File: src/hdl/sector_chain_walker_assert.svh
// assertion macros for the sector chain walker
// used by sector_chain_walker.sv; expects i_clk and i_rst_n in scope
`ifndef SECTOR_CHAIN_WALKER_ASSERT_SVH
`define SECTOR_CHAIN_WALKER_ASSERT_SVH

`ifndef SYNTH

// antecedent holds in a cycle -> consequent holds in the same cycle
`define SCW_ASSERT_IMPLY(lbl, ante, cons) \
    lbl: assert property (@(posedge i_clk) disable iff (!i_rst_n) (ante) |-> (cons)) \
        else $error("sector chain walker check failed");

// antecedent holds in a cycle -> consequent holds in the next cycle
`define SCW_ASSERT_NEXT(lbl, ante, cons) \
    lbl: assert property (@(posedge i_clk) disable iff (!i_rst_n) (ante) |=> (cons)) \
        else $error("sector chain walker check failed");

`else

`define SCW_ASSERT_IMPLY(lbl, ante, cons)
`define SCW_ASSERT_NEXT(lbl, ante, cons)

`endif

`endif

File: src/hdl/scw_pkg.sv
`timescale 1ns / 1ps
// shared types and constants for the sector chain walker
// no dependencies; used by scw_sector_check and sector_chain_walker
package scw_pkg;

    // link table geometry
    localparam int TABLE_DEPTH = 32;
    localparam int ADDR_W      = (TABLE_DEPTH > 1) ? $clog2(TABLE_DEPTH) : 1;

    // field and register widths
    localparam int LINK_W      = 32;
    localparam int INDEX_W     = 5;
    localparam int MAX_ID_W    = 5;
    localparam int RECORDS_W   = 6;
    localparam int SIZE_W      = 13;
    localparam int OFFSET_W    = 25;
    localparam int STATUS_W    = 3;
    localparam int COUNT_W     = MAX_ID_W + 1;
    localparam int CFG_IDX_W   = 2;
    localparam int CFG_DATA_W  = SIZE_W;

    // full offset before truncation, wide enough for sector * size + bias
    localparam int PROD_W      = ADDR_W + SIZE_W + 1;
    localparam int FULL_OFF_W  = (PROD_W > OFFSET_W) ? PROD_W : OFFSET_W;

    localparam int HEADER_BIAS = 512;

    // register reset values
    localparam logic [MAX_ID_W-1:0]  MAX_ID_RST  = MAX_ID_W'(31);
    localparam logic [RECORDS_W-1:0] RECORDS_RST = RECORDS_W'(32);
    localparam logic [SIZE_W-1:0]    SIZE_RST    = SIZE_W'(512);

    typedef enum logic [CFG_IDX_W-1:0] {
        CFG_MAX_ID  = 2'd0,
        CFG_RECORDS = 2'd1,
        CFG_SIZE    = 2'd2,
        CFG_SHORT   = 2'd3
    } t_cfg_idx;

    typedef enum logic [STATUS_W-1:0] {
        ST_OK    = 3'd0,
        ST_NEG   = 3'd1,
        ST_LIMIT = 3'd2,
        ST_LONG  = 3'd3,
        ST_LOOP  = 3'd4
    } t_status;

    typedef struct packed {
        logic [MAX_ID_W-1:0]  max_id;
        logic [RECORDS_W-1:0] records;
        logic [SIZE_W-1:0]    size;
        logic                 short_off;
    } t_cfg;

    typedef struct packed {
        t_status               status;
        logic [ADDR_W-1:0]     addr;
        logic [FULL_OFF_W-1:0] off;
    } t_eval;

endpackage

File: src/hdl/scw_sector_check.sv
`timescale 1ns / 1ps
// per-sector checks and byte offset for one step of a chain walk
// depends on scw_pkg
module scw_sector_check (
    input  logic signed [scw_pkg::LINK_W-1:0]     i_sector,
    input  scw_pkg::t_cfg                         i_cfg,
    input  logic        [scw_pkg::FULL_OFF_W-1:0] i_prev_off,
    input  logic                                  i_prev_valid,
    input  logic        [scw_pkg::COUNT_W-1:0]    i_count,
    output scw_pkg::t_eval                        o_eval
);

    logic [scw_pkg::LINK_W-1:0]     sec_u;
    logic                           over_depth;
    logic                           over_limit;
    logic [scw_pkg::FULL_OFF_W-1:0] prod;
    logic [scw_pkg::FULL_OFF_W-1:0] full_off;

    assign sec_u      = unsigned'(i_sector);
    assign over_depth = sec_u >= scw_pkg::LINK_W'(scw_pkg::TABLE_DEPTH);
    assign over_limit = (sec_u > scw_pkg::LINK_W'(i_cfg.max_id))
                     && (sec_u >= scw_pkg::LINK_W'(i_cfg.records));

    // sector id is below the table depth whenever the offset is used
    assign prod = scw_pkg::FULL_OFF_W'(sec_u[scw_pkg::ADDR_W-1:0])
                * scw_pkg::FULL_OFF_W'(i_cfg.size);
    assign full_off = i_cfg.short_off ? prod
                    : prod + scw_pkg::FULL_OFF_W'(scw_pkg::HEADER_BIAS);

    always_comb begin
        o_eval.addr = sec_u[scw_pkg::ADDR_W-1:0];
        o_eval.off  = full_off;
        if (i_sector < 0) begin
            o_eval.status = scw_pkg::ST_NEG;
        end else if (over_depth || over_limit) begin
            o_eval.status = scw_pkg::ST_LIMIT;
        end else if (i_count > scw_pkg::COUNT_W'(i_cfg.max_id)) begin
            o_eval.status = scw_pkg::ST_LONG;
        end else if (i_prev_valid && (full_off == i_prev_off)) begin
            o_eval.status = scw_pkg::ST_LOOP;
        end else begin
            o_eval.status = scw_pkg::ST_OK;
        end
    end

endmodule

File: src/hdl/sector_chain_walker.sv
`timescale 1ns / 1ps
// sector chain walker: link table in a one-port-write, one-read synchronous ram
// write items never raise busy; a walk item raises busy
// each chain sector passes a check state (check + table read), then an emit state;
// an error result comes in the cycle after its check
// the receiver cannot stall; results appear one cycle each on o_result_strobe
// synchronous active-low reset clears control state and config; table stays undefined
module sector_chain_walker (
    input  logic                                  i_clk,
    input  logic                                  i_rst_n,
    // command side
    input  logic                                  start,
    output logic                                  busy,
    input  logic                                  i_mode,
    input  logic        [scw_pkg::INDEX_W-1:0]    i_entry_index,
    input  logic signed [scw_pkg::LINK_W-1:0]     i_entry_value,
    input  logic signed [scw_pkg::LINK_W-1:0]     i_first_sector,
    // configuration writes
    input  logic                                  i_cfg_we,
    input  logic        [scw_pkg::CFG_IDX_W-1:0]  i_cfg_index,
    input  logic        [scw_pkg::CFG_DATA_W-1:0] i_cfg_data,
    // results
    output logic                                  o_result_strobe,
    output logic        [scw_pkg::OFFSET_W-1:0]   o_offset,
    output logic                                  o_offset_valid,
    output logic        [scw_pkg::STATUS_W-1:0]   o_status,
    output logic                                  o_last
);

    `include "sector_chain_walker_assert.svh"

    typedef enum logic [1:0] {
        S_IDLE,
        S_CHECK,
        S_EMIT
    } t_state;

    t_state r_state;

    // configuration registers
    scw_pkg::t_cfg r_cfg;

    // walk context
    logic signed [scw_pkg::LINK_W-1:0]     r_sector;
    logic        [scw_pkg::FULL_OFF_W-1:0] r_prev_off;
    logic                                  r_prev_valid;
    logic        [scw_pkg::FULL_OFF_W-1:0] r_cur_off;
    logic        [scw_pkg::COUNT_W-1:0]    r_count;

    // link table and its registered read port
    logic [scw_pkg::LINK_W-1:0] r_link_mem [scw_pkg::TABLE_DEPTH];
    logic [scw_pkg::LINK_W-1:0] r_rd_data;

    scw_pkg::t_eval eval;
    logic           accept;
    logic           n_mem_we;
    logic           n_mem_re;

    assign accept = start && !busy;
    assign busy   = (r_state != S_IDLE);

    // write items land directly; entry index beyond the table is dropped
    assign n_mem_we = accept && !i_mode
                   && (32'(i_entry_index) < 32'(scw_pkg::TABLE_DEPTH));
    // table read is issued only for a sector that passed every check
    assign n_mem_re = (r_state == S_CHECK) && (eval.status == scw_pkg::ST_OK);

    scw_sector_check u_check (
        .i_sector     (r_sector),
        .i_cfg        (r_cfg),
        .i_prev_off   (r_prev_off),
        .i_prev_valid (r_prev_valid),
        .i_count      (r_count),
        .o_eval       (eval)
    );

    // link table: one write, one registered read per cycle
    always_ff @(posedge i_clk) begin
        if (n_mem_we) begin
            r_link_mem[i_entry_index[scw_pkg::ADDR_W-1:0]] <= i_entry_value;
        end
        if (n_mem_re) begin
            r_rd_data <= r_link_mem[eval.addr];
        end
    end

    // configuration port
    always_ff @(posedge i_clk) begin
        if (!i_rst_n) begin
            r_cfg.max_id    <= scw_pkg::MAX_ID_RST;
            r_cfg.records   <= scw_pkg::RECORDS_RST;
            r_cfg.size      <= scw_pkg::SIZE_RST;
            r_cfg.short_off <= 1'b0;
        end else if (i_cfg_we) begin
            case (scw_pkg::t_cfg_idx'(i_cfg_index))
                scw_pkg::CFG_MAX_ID:  r_cfg.max_id    <= i_cfg_data[scw_pkg::MAX_ID_W-1:0];
                scw_pkg::CFG_RECORDS: r_cfg.records   <= i_cfg_data[scw_pkg::RECORDS_W-1:0];
                scw_pkg::CFG_SIZE:    r_cfg.size      <= i_cfg_data[scw_pkg::SIZE_W-1:0];
                scw_pkg::CFG_SHORT:   r_cfg.short_off <= i_cfg_data[0];
                default: ;
            endcase
        end
    end

    // walk sequencer and result register
    always_ff @(posedge i_clk) begin
        if (!i_rst_n) begin
            r_state         <= S_IDLE;
            r_prev_valid    <= 1'b0;
            r_count         <= '0;
            r_sector        <= '0;
            o_result_strobe <= 1'b0;
            o_offset        <= '0;
            o_offset_valid  <= 1'b0;
            o_status        <= scw_pkg::ST_OK;
            o_last          <= 1'b0;
        end else begin
            o_result_strobe <= 1'b0;
            case (r_state)
                S_IDLE: begin
                    if (accept && i_mode) begin
                        // new walk: forget the previous offset and the link count
                        r_sector     <= i_first_sector;
                        r_prev_valid <= 1'b0;
                        r_count      <= '0;
                        r_state      <= S_CHECK;
                    end
                end
                S_CHECK: begin
                    if (eval.status != scw_pkg::ST_OK) begin
                        // error ends the walk with a status item
                        o_result_strobe <= 1'b1;
                        o_offset        <= '0;
                        o_offset_valid  <= 1'b0;
                        o_status        <= eval.status;
                        o_last          <= 1'b1;
                        r_state         <= S_IDLE;
                    end else begin
                        // table read is in flight, keep the offset for the emit cycle
                        r_cur_off <= eval.off;
                        r_state   <= S_EMIT;
                    end
                end
                S_EMIT: begin
                    o_result_strobe <= 1'b1;
                    o_offset        <= r_cur_off[scw_pkg::OFFSET_W-1:0];
                    o_offset_valid  <= 1'b1;
                    o_status        <= scw_pkg::ST_OK;
                    // a negative link closes the chain normally
                    o_last          <= r_rd_data[scw_pkg::LINK_W-1];
                    r_prev_off      <= r_cur_off;
                    r_prev_valid    <= 1'b1;
                    r_count         <= r_count + 1'b1;
                    r_sector        <= r_rd_data;
                    if (r_rd_data[scw_pkg::LINK_W-1]) begin
                        r_state <= S_IDLE;
                    end else begin
                        r_state <= S_CHECK;
                    end
                end
                default: begin
                    r_state <= S_IDLE;
                end
            endcase
        end
    end

    // status items carry an error code and always close the walk
    `SCW_ASSERT_IMPLY(a_status_item, o_result_strobe && !o_offset_valid, o_last && (o_status != scw_pkg::ST_OK))
    // sector items never carry an error code
    `SCW_ASSERT_IMPLY(a_sector_ok, o_result_strobe && o_offset_valid, o_status == scw_pkg::ST_OK)
    // the final item of a walk arrives just as the block frees up
    `SCW_ASSERT_IMPLY(a_last_idle, o_result_strobe && o_last, !busy)
    // an item that is not last means the walk is still going
    `SCW_ASSERT_IMPLY(a_more_busy, o_result_strobe && !o_last, busy)
    // an accepted walk item holds the block busy in the next cycle
    `SCW_ASSERT_NEXT(a_walk_busy, start && !busy && i_mode, busy)

endmodule

File: config.mk
export PLATFORM = sky130hd
export DESIGN_NAME = sector_chain_walker
export DESIGN_NICKNAME = d
export VERILOG_FILES = /design/src/hdl/scw_pkg.sv /design/src/hdl/scw_sector_check.sv /design/src/hdl/sector_chain_walker.sv
export VERILOG_INCLUDE_DIRS = /design/src /design/src/hdl
export SDC_FILE = /design/constraint.sdc
export NUM_CORES = 1
export LEC_CHECK = 0
export BUFFER_PORTS_ARGS = -buffer_cell sky130_fd_sc_hd__clkbuf_2
export CELL_PAD_IN_SITES_DETAIL_PLACEMENT = 1
export CELL_PAD_IN_SITES_GLOBAL_PLACEMENT = 2
export CORE_AREA = 2 2 348 350
export CTS_CLUSTER_SIZE = 28
export DETAILED_ROUTE_END_ITERATION = 8
export DIE_AREA = 0 0 350 352
export PLACE_DENSITY_LB_ADDON = 0.05
export SETUP_SLACK_MARGIN = 0.05
export SLEW_MARGIN = 25
export SYNTH_ARGS = -nofsm -noshare
export SYNTH_HDL_FRONTEND = slang
export SYNTH_HIERARCHICAL = 1
export SYNTH_SLANG_ARGS = --single-unit
File: constraint.sdc
create_clock -name i_clk -period 6.57 [get_ports i_clk]
set_input_delay 1.314 -clock i_clk [delete_from_list [all_inputs] [get_ports i_clk]]
set_output_delay 1.314 -clock i_clk [all_outputs]
set_load 0.01 [all_outputs]
==> metrics.md, run 1 <==
| Metric | Value |
|---|---|
| Status | `finished clean` |
| Tmin final | `6.31 ns` |
| Fin cells | `5,082` |
| Crit end category | `flip-flop` |
| Global Route Usage Sum | `23.3%` |
| Max FO, Critical Path | `7` |
| Routed vias/inst | `5.56` |
| Worst-Skew Late Latency | `0.75 ns` |
| CP endpoint | `o_offset[7]` |
| Slew @ Worst Pin | `1.06 ns` |
| Yosys reg bits | `1,203` |
| Core footprint | `119,000 sq um` |
| Power per cell area | `295 nW/um^2` |
| IO Port Bufs | `120` |
| CTS tree | `built` |
| Flop pwr share | `49.7%` |
| # nets final | `3,538` |
| Critical path data arrival time | `6.93 ns` |
| Starting density of the core | `41.7%` |
| 1st-iter DRT viols | `2,056` |
| Critical Path RT | `7.19 ns` |
| R2R Setup Slk | `0.26 ns` |
| # hold bufs at CTS | `0` |
| Part of the power in the clock network | `42.7%` |
| Routed wire per std cell | `28.4 um` |
| # setup viols final | `0` |
| Part of the cycle the worst path needs | `96.0%` |
| RR Endpoint | `o_offset[7]` |
| RSZ-0062 raised after global routing | `true` |
| Hold slack | `0.476 ns` |
| Placed cell count | `4,814` |
| Synth cell types | `85` |
| F_max | `158 MHz` |
| Leakage dissipation | `0.0193 uW` |
| Post-synthesis sequential area ratio | `70.6%` |
| Final Hold Fails | `0` |
| Post-synth EDFFs | `1,106` |
| CP max stage delay | `0.55 ns` |
| Total wire length | `145 mm` |
| Sw Ratio | `22.7%` |
| Post-synth top area share | `66.7%` |
| Gate Count Post-Synth | `3,149` |
| Crit-path leading delay family | `adder cells` |
| Vias in the first global route | `29,873` |
| Worst path bufs/invs | `3` |
| HPWL Detailed | `82.5 mm` |
| # fillers | `11,347` |
| Initial antenna violation count | `10` |
| Number of synthesis warnings | `6` |
| Area Overhead vs Synth | `16.1%` |
| Die height | `352 um` |
| R2R depth | `26` |
| Max-Slew Margin vs Limit | `29.3%` |
| Gp weighted congestion | `0.788` |
| TritonCTS Buffers | `135` |
| Worst path slowest cell | `fa_1` |
| Hold WC Path Type | `flip-flop to flip-flop` |
| CTS root buffer | `clkbuf_16` |
| Critical path origin | `r_sector[4]` |
| CTS clk-pin slew, worst paths | `0.06 ns` |
| H-tree lvl count | `4` |
| Clock Skews | `0.0308 ns` |
| Async SR Flop Fraction | `0%` |
| Pre-antenna DRT Iters | `5` |
| Post-route DRC | `0` |
| Instance count on the critical path | `26` |
| Die area | `123,000 sq um` |
| Top post-synthesis cells by area | `edfxtp_1, mux2i_1, dfxtp_1, a22oi_1, nand2_1` |
| Top_reg_cell synth | `edfxtp_1` |
| Layout cells sized above 1 | `17.1%` |
| Avg Cell Area, Syn | `15.8 sq um` |
| First-pass GRT wire length | `208 mm` |
| Post-route ant nets | `0` |
| Startpoint types | `flip-flop` |
| Synth area leader | `edfxtp_1` |
| Sink Count | `1,203` |
| WS Path Type | `flip-flop to flip-flop` |
| Reg2Reg Launch Point | `r_sector[4]` |
| Floorplan row count | `127` |
| Io pins | `121` |
| Max-Cap Viols | `0` |
| Area of the mapped netlist | `49,800 sq um` |
| Cell Int Power | `13,200 uW` |
| Slew Viols, Final | `0` |
| Switching power | `3870 uW` |
| Peak VDD IR | `279 uV` |
| Comb power frac | `7.7%` |
| Die width | `350 um` |
| Grt ovf | `0` |
| Vias | `28,243` |
| Largest net degree at the start of global routing | `129` |
| Longest Clk Path Bufs | `3` |
[placed cells by master (no fill, tap or decap), types with 19 or more instances in the layout]
cell and count:
mux2i_1 560, clkinv_2 19, a22o_1 64, a21oi_1 114
edfxtp_1 1106, and2_1 41, nand2_1 200, dfxtp_1 91
clkbuf_2 119, clkbuf_16 144, a31oi_1 36, nor2_1 31
xnor2_1 20, o211a_1 35, ha_1 38, clkbuf_1 34
buf_4 97, nor2_4 35, inv_1 58, a22oi_2 23
fa_1 29, nor3_1 34, nor2b_1 45, a22oi_1 99
nand3_1 113
[how the worst min path moves through the flow]
stage	start	endpoint	slack [ns]	cells after the start
detailed placement	r_cur_off[11]	r_prev_off[11]	0.45	0
CTS	r_cur_off[9]	r_prev_off[9]	0.46	0
global route	r_cur_off[9]	r_prev_off[9]	0.49	0
floorplan	r_cur_off[0]	r_prev_off[0]	0.43	0
global placement	r_cur_off[24]	r_prev_off[24]	0.44	0
finish	r_cfg[23]	r_cfg[23]	0.48	2
[metrics by stage]
stage	power [uW]	area, sq um	setup slack, ns	util [%]	setup TNS [ns]
3_3_place_gp	9860	52600	-0.0844	44.1	-2.03
6_report	17100	57800	0.260	48.5	0
2_1_floorplan	9390	49900	0.0806	-	0
4_1_cts	17200	57400	-0.0559	48.1	-0.880
3_5_place_dp	9890	52800	-0.213	44.2	-5.89
5_1_grt	17600	57800	-0.0555	48.5	-0.540
[final cells by class]
cell class / instances / area, sq um / area share, %
antenna: 3 / 7.51 / 0.0130
sequential: 1203 / 35200 / 60.8
timing repair buffer: 254 / 2030 / 3.51
multi-input combinational: 1707 / 14100 / 24.4
inverter: 67 / 251 / 0.435
clock inverter: 51 / 432 / 0.746
tap: 1612 / 2020 / 3.49
clock buffer: 185 / 3790 / 6.56
[sequential cells by signal, summed over array words and instances, names as in the netlist, 3 cells and up]
name / count
r_cur_off: 25
r_count: 6
r_rd_data: 32
r_cfg: 25
o_offset: 25
o_status: 3
r_prev_off: 25
r_link_mem: 1024
r_sector: 32
[cells in the mapped netlist, types with 3 or more instances]
| master | n |
|---|---|
| edfxtp_1 | 1106 |
| mux2i_1 | 560 |
| nand2_1 | 201 |
| a22oi_1 | 122 |
| a21oi_1 | 116 |
| nand3_1 | 113 |
| dfxtp_1 | 97 |
| clkbuf_1 | 68 |
| inv_1 | 66 |
| nor2_1 | 66 |
| a22o_1 | 64 |
| buf_4 | 53 |
| and2_1 | 51 |
| ha_1 | 48 |
| nor2b_1 | 47 |
| a31oi_1 | 36 |
| buf_2 | 35 |
| o211a_1 | 35 |
| nor3_1 | 34 |
| fa_1 | 33 |
| xnor2_1 | 22 |
| buf_6 | 18 |
| a21boi_0 | 12 |
| nand2b_1 | 11 |
| xor2_1 | 11 |
| o21ai_0 | 9 |
| nor4_1 | 8 |
| and3_1 | 7 |
| nand3b_1 | 6 |
| o21ai_1 | 6 |
| a21o_1 | 5 |
| o211ai_1 | 4 |
| a21oi_2 | 3 |
| buf_1 | 3 |
| nand4_1 | 3 |
| nor3_2 | 3 |
| nor3b_1 | 3 |
| nor4b_1 | 3 |
| xnor3_1 | 3 |
[metal layers]
metal	track usage (%)	up-vias	part of all wire, %
met5	0	-	0.050
met4	6.63	10	2.2
met3	3.50	194	4.1
met2	39.3	632	50
met1	31.1	14860	44
li1	-	12547	-
[power by group through the flow]
stage | Sequential, uW | Combinational [uW] | Clock, uW
after floorplan | 8610 | 773 | 0
after global placement | 8630 | 1230 | 0
after detailed placement | 8630 | 1260 | 0
after CTS | 8470 | 1290 | 7440
after global routing | 8470 | 1410 | 7730
final | 8470 | 1310 | 7280
[cell families (layout without fill, tap and decap cells)]
family	count (synthesis)	count (layout)	share of synthesized area [%]
multiplexers	560	560	11.3
other	1	9	0.00753
adder cells (fa/ha/maj)	81	81	2.53
buffers and inverters	247	557	2.66
AO/OA/AOI/OAI	443	446	6.51
AND/OR/NAND/NOR	578	578	5.75
XOR/XNOR	36	36	0.716
flip-flops	1203	1203	70.6
[repair_timing]
action	CTS	global route
pin swaps	13	43
cloned	7	4
resized for setup	45	64
buffers inserted	8	12
setup endpoints to repair	86	89
[tightest hold or removal path, delay by kind of cell, from the launching register on]
family	cells	cell delay (ns)
AND/OR/NAND/NOR	1	0.05
multiplexers	1	0.07
flip-flops	1	0.33
Power figures use the tool's default switching activity.
==> inputs of run 2 (changes only) <==
--- a/config.mk
+++ b/config.mk
@@ -14,6 +14,7 @@
 export DETAILED_ROUTE_END_ITERATION = 8
 export DIE_AREA = 0 0 350 352
 export PLACE_DENSITY_LB_ADDON = 0.05
+export RECOVER_POWER = 50
 export SETUP_SLACK_MARGIN = 0.05
 export SLEW_MARGIN = 25
 export SYNTH_ARGS = -nofsm -noshare
==> run 2 against run 1 <==
Against the previous run:
- the flow now finishes with violations (capacitance limit, slew limit)
- first-iteration DRC count up 1.3%
- clock-buffer cell count stayed put
- critical endpoint unchanged
- sequential power barely moved
- via count is 0.27% higher
- highest routed layer unchanged
- critical path type unchanged
- clock skew rose by 0.0030 ns
- largest cell class unchanged
- die area did not move
- clock power barely moved
- global-route usage unchanged
- power hardly changed
==> metrics.md, run 2 (synthesis gave the netlist of run 1 again) <==
| Metric | Value |
|---|---|
| # nets final | `3,538 (unchanged)` |
| Hold WC Path Type | `flip-flop to flip-flop` |
| Max FO, Critical Path | `7 (unchanged)` |
| Wire length on met3 | `6.14 mm (+3.7%)` |
| Flop pwr share | `49.7% (about the same)` |
| Instance count on the critical path | `26 (unchanged)` |
| Post-route ant nets | `0 (unchanged)` |
| Largest register FFs | `1,024 (unchanged)` |
| Worst path bufs/invs | `3 (unchanged)` |
| Startpoint types | `flip-flop` |
| CTS root buffer | `clkbuf_16` |
| TritonCTS Buffers | `135 (unchanged)` |
| Cell Int Power | `13,200 uW (about the same)` |
| Initial antenna violation count | `10 (unchanged)` |
| # setup viols final | `0 (unchanged)` |
| First-pass GRT wire length | `208 mm (unchanged)` |
| Critical Path RT | `7.18 ns (about the same)` |
| R2R depth | `26 (unchanged)` |
| Die area | `123,000 sq um (unchanged)` |
| Final TNS setup | `0 ns (unchanged)` |
| HPWL Detailed | `82.5 mm (unchanged)` |
| Layout cells sized above 1 | `15.5% (-1.6 points)` |
| Slew @ Worst Pin | `2.42 ns (+1.36 ns)` |
| Clock Skews | `0.0338 ns (+0.00304 ns)` |
| Status | `finished with violations` |
| 1st-iter DRT viols | `2,083 (+1.3%)` |
| Die width | `350 um (unchanged)` |
| Pre-CTS setup slack | `-0.213 ns (unchanged)` |
| Highest metal used | `met5` |
| Met1 WL | `63.4 mm (about the same)` |
| Vias in the first global route | `29,873 (unchanged)` |
| Routed wire per std cell | `28.5 um (+0.11%)` |
| IO Port Bufs | `120 (unchanged)` |
| Leakage dissipation | `0.0192 uW (-0.81%)` |
| Part of the power in the clock network | `42.7% (about the same)` |
| Max-Slew Margin vs Limit | `-61.0% (-90 points)` |
| Slew Viols, Final | `167 (+167)` |
| # fillers | `11,362 (+0.13%)` |
| H-tree lvl count | `4 (unchanged)` |
| Commonest cells after routing, fill and taps aside | `edfxtp_1, mux2i_1, nand2_1, clkbuf_16, a21oi_1` |
| Post-route DRC | `0 (unchanged)` |
| Hold path depth | `2 (unchanged)` |
| Global Route Usage Sum | `23.3% (unchanged)` |
| Worst path slowest cell | `fa_1` |
| Power per cell area | `295 nW/um^2 (+0.22%)` |
| Switching power | `3870 uW (about the same)` |
| Sink Count | `1,203 (unchanged)` |
| Final Hold Fails | `0 (unchanged)` |
| Comb power frac | `7.6% (about the same)` |
| Sw Ratio | `22.7% (about the same)` |
| Critical path data arrival time | `6.91 ns (-0.02 ns)` |
| Area Overhead vs Synth | `15.9%` |
| Failing checks | `capacitance limit, slew limit` |
| Part of the cycle the worst path needs | `95.9% (-0.14 points)` |
| Final worst slack | `0.269 ns (+0.00926 ns)` |
| Floorplan row count | `127 (unchanged)` |
| WS Path Type | `flip-flop to flip-flop` |
| Grt ovf | `0 (unchanged)` |
| Starting density of the core | `41.7% (unchanged)` |
| RSZ-0062 raised after global routing | `true` |
| Worst-Skew Late Latency | `0.75 ns (about the same)` |
| Crit-path leading delay family | `adder cells` |
| Routed vias/inst | `5.57 (+0.29%)` |
| Longest Clk Path Bufs | `3 (unchanged)` |
| Die height | `352 um (unchanged)` |
| Reg2Reg Launch Point | `r_sector[4]` |
| F_max | `159 MHz (+0.15%)` |
| Max-Cap Viols | `6 (+6)` |
| Core footprint | `119,000 sq um (unchanged)` |
| CP max stage delay | `0.55 ns (about the same)` |
| Peak VDD IR | `279 uV (about the same)` |
| Critical path origin | `r_sector[4]` |
| Tmin final | `6.30 ns (-0.00926 ns)` |
| Crit end category | `flip-flop` |
| CTS tree | `built` |
| Met2 WL post-DR | `71.8 mm (-0.15%)` |
| Largest net degree at the start of global routing | `129 (unchanged)` |
| Pre-antenna DRT Iters | `5 (unchanged)` |
| Vias | `28,319 (+0.27%)` |
| R2R Setup Slk | `0.27 ns (about the same)` |
| CTS clk-pin slew, worst paths | `0.06 ns (about the same)` |
| Most common cell after layout, fill and taps aside | `edfxtp_1` |
| RR Endpoint | `o_offset[7]` |
| CP endpoint | `o_offset[7]` |
| Total wire length | `145 mm (about the same)` |
| Gp weighted congestion | `0.788 (unchanged)` |
| Io pins | `121 (unchanged)` |
==> run 2: cell types whose count changed in the layout (fill, tap and decap cells not counted), sizes merged <==
| cell | change |
|---|---|
| buf | -6 |
| clkbuf | +6 |
| diode | -1 |
==> run 2: power by group through the flow <==
stage                     clock network (uW)  registers, uW  logic (uW)
final                                   7280           8470        1300
after global routing                    7730           8480        1400
after detailed placement                   0           8630        1260
after global placement                     0           8630        1230
after CTS                               7440           8470        1290
after floorplan                            0           8610         773
==> run 2: area by class of cell <==
cell class                      instances  area (sq um)  share of cell area, %
Antenna cell                            2          5.00                0.00867
Clock buffer                          185          3790                   6.57
Clock inverter                         51           432                  0.748
Inverter                               67           251                  0.436
Multi-Input combinational cell       1707         14100                   24.4
Sequential cell                      1203         35200                   60.9
Tap cell                             1612          2020                   3.49
Timing Repair Buffer                  254          1960                   3.39
==> run 2: tightest hold or removal path: stages, from the launching register on <==
cell and delay (ns):
dfxtp_1 0.33, mux2i_1 0.07, nand2_1 0.05
==> run 2: per-layer routing <==
| metal | vias up | track usage (%) |
|---|---|---|
| met3 | 197 | 3.50 |
| met4 | 10 | 6.63 |
| met5 | - | 0 |
| met1 | 14935 | 31.1 |
| li1 | 12542 | - |
| met2 | 635 | 39.3 |
==> run 2: repair_timing <==
| item | 4_1_cts | 5_1_grt |
|---|---|---|
| hold buffers | 0 | 0 |
| cloned | 7 | 4 |
| resized for setup | 45 | 64 |
| pin swaps | 13 | 43 |
| buffers inserted | 8 | 12 |
| setup endpoints to repair | 86 | 89 |
==> run 2: worst min-delay path by stage <==
stage | to | from
final | r_cfg[23] | r_cfg[23]
after detailed placement | r_prev_off[11] | r_cur_off[11]
after CTS | r_prev_off[9] | r_cur_off[9]
after global placement | r_prev_off[24] | r_cur_off[24]
after floorplan | r_prev_off[0] | r_cur_off[0]
after global routing | r_prev_off[9] | r_cur_off[9]
==> run 2: per-stage QoR <==
step	cells	hold slack (ns)	power, uW	area, sq um	util, %
2_1_floorplan	3154	0.427	9390	49900	-
3_3_place_gp	4808	0.440	9860	52600	44.1
3_5_place_dp	4814	0.448	9890	52800	44.2
4_1_cts	5064	0.465	17200	57400	48.1
5_1_grt	5081	0.495	17600	57700	48.4
6_report	5081	0.476	17100	57700	48.4
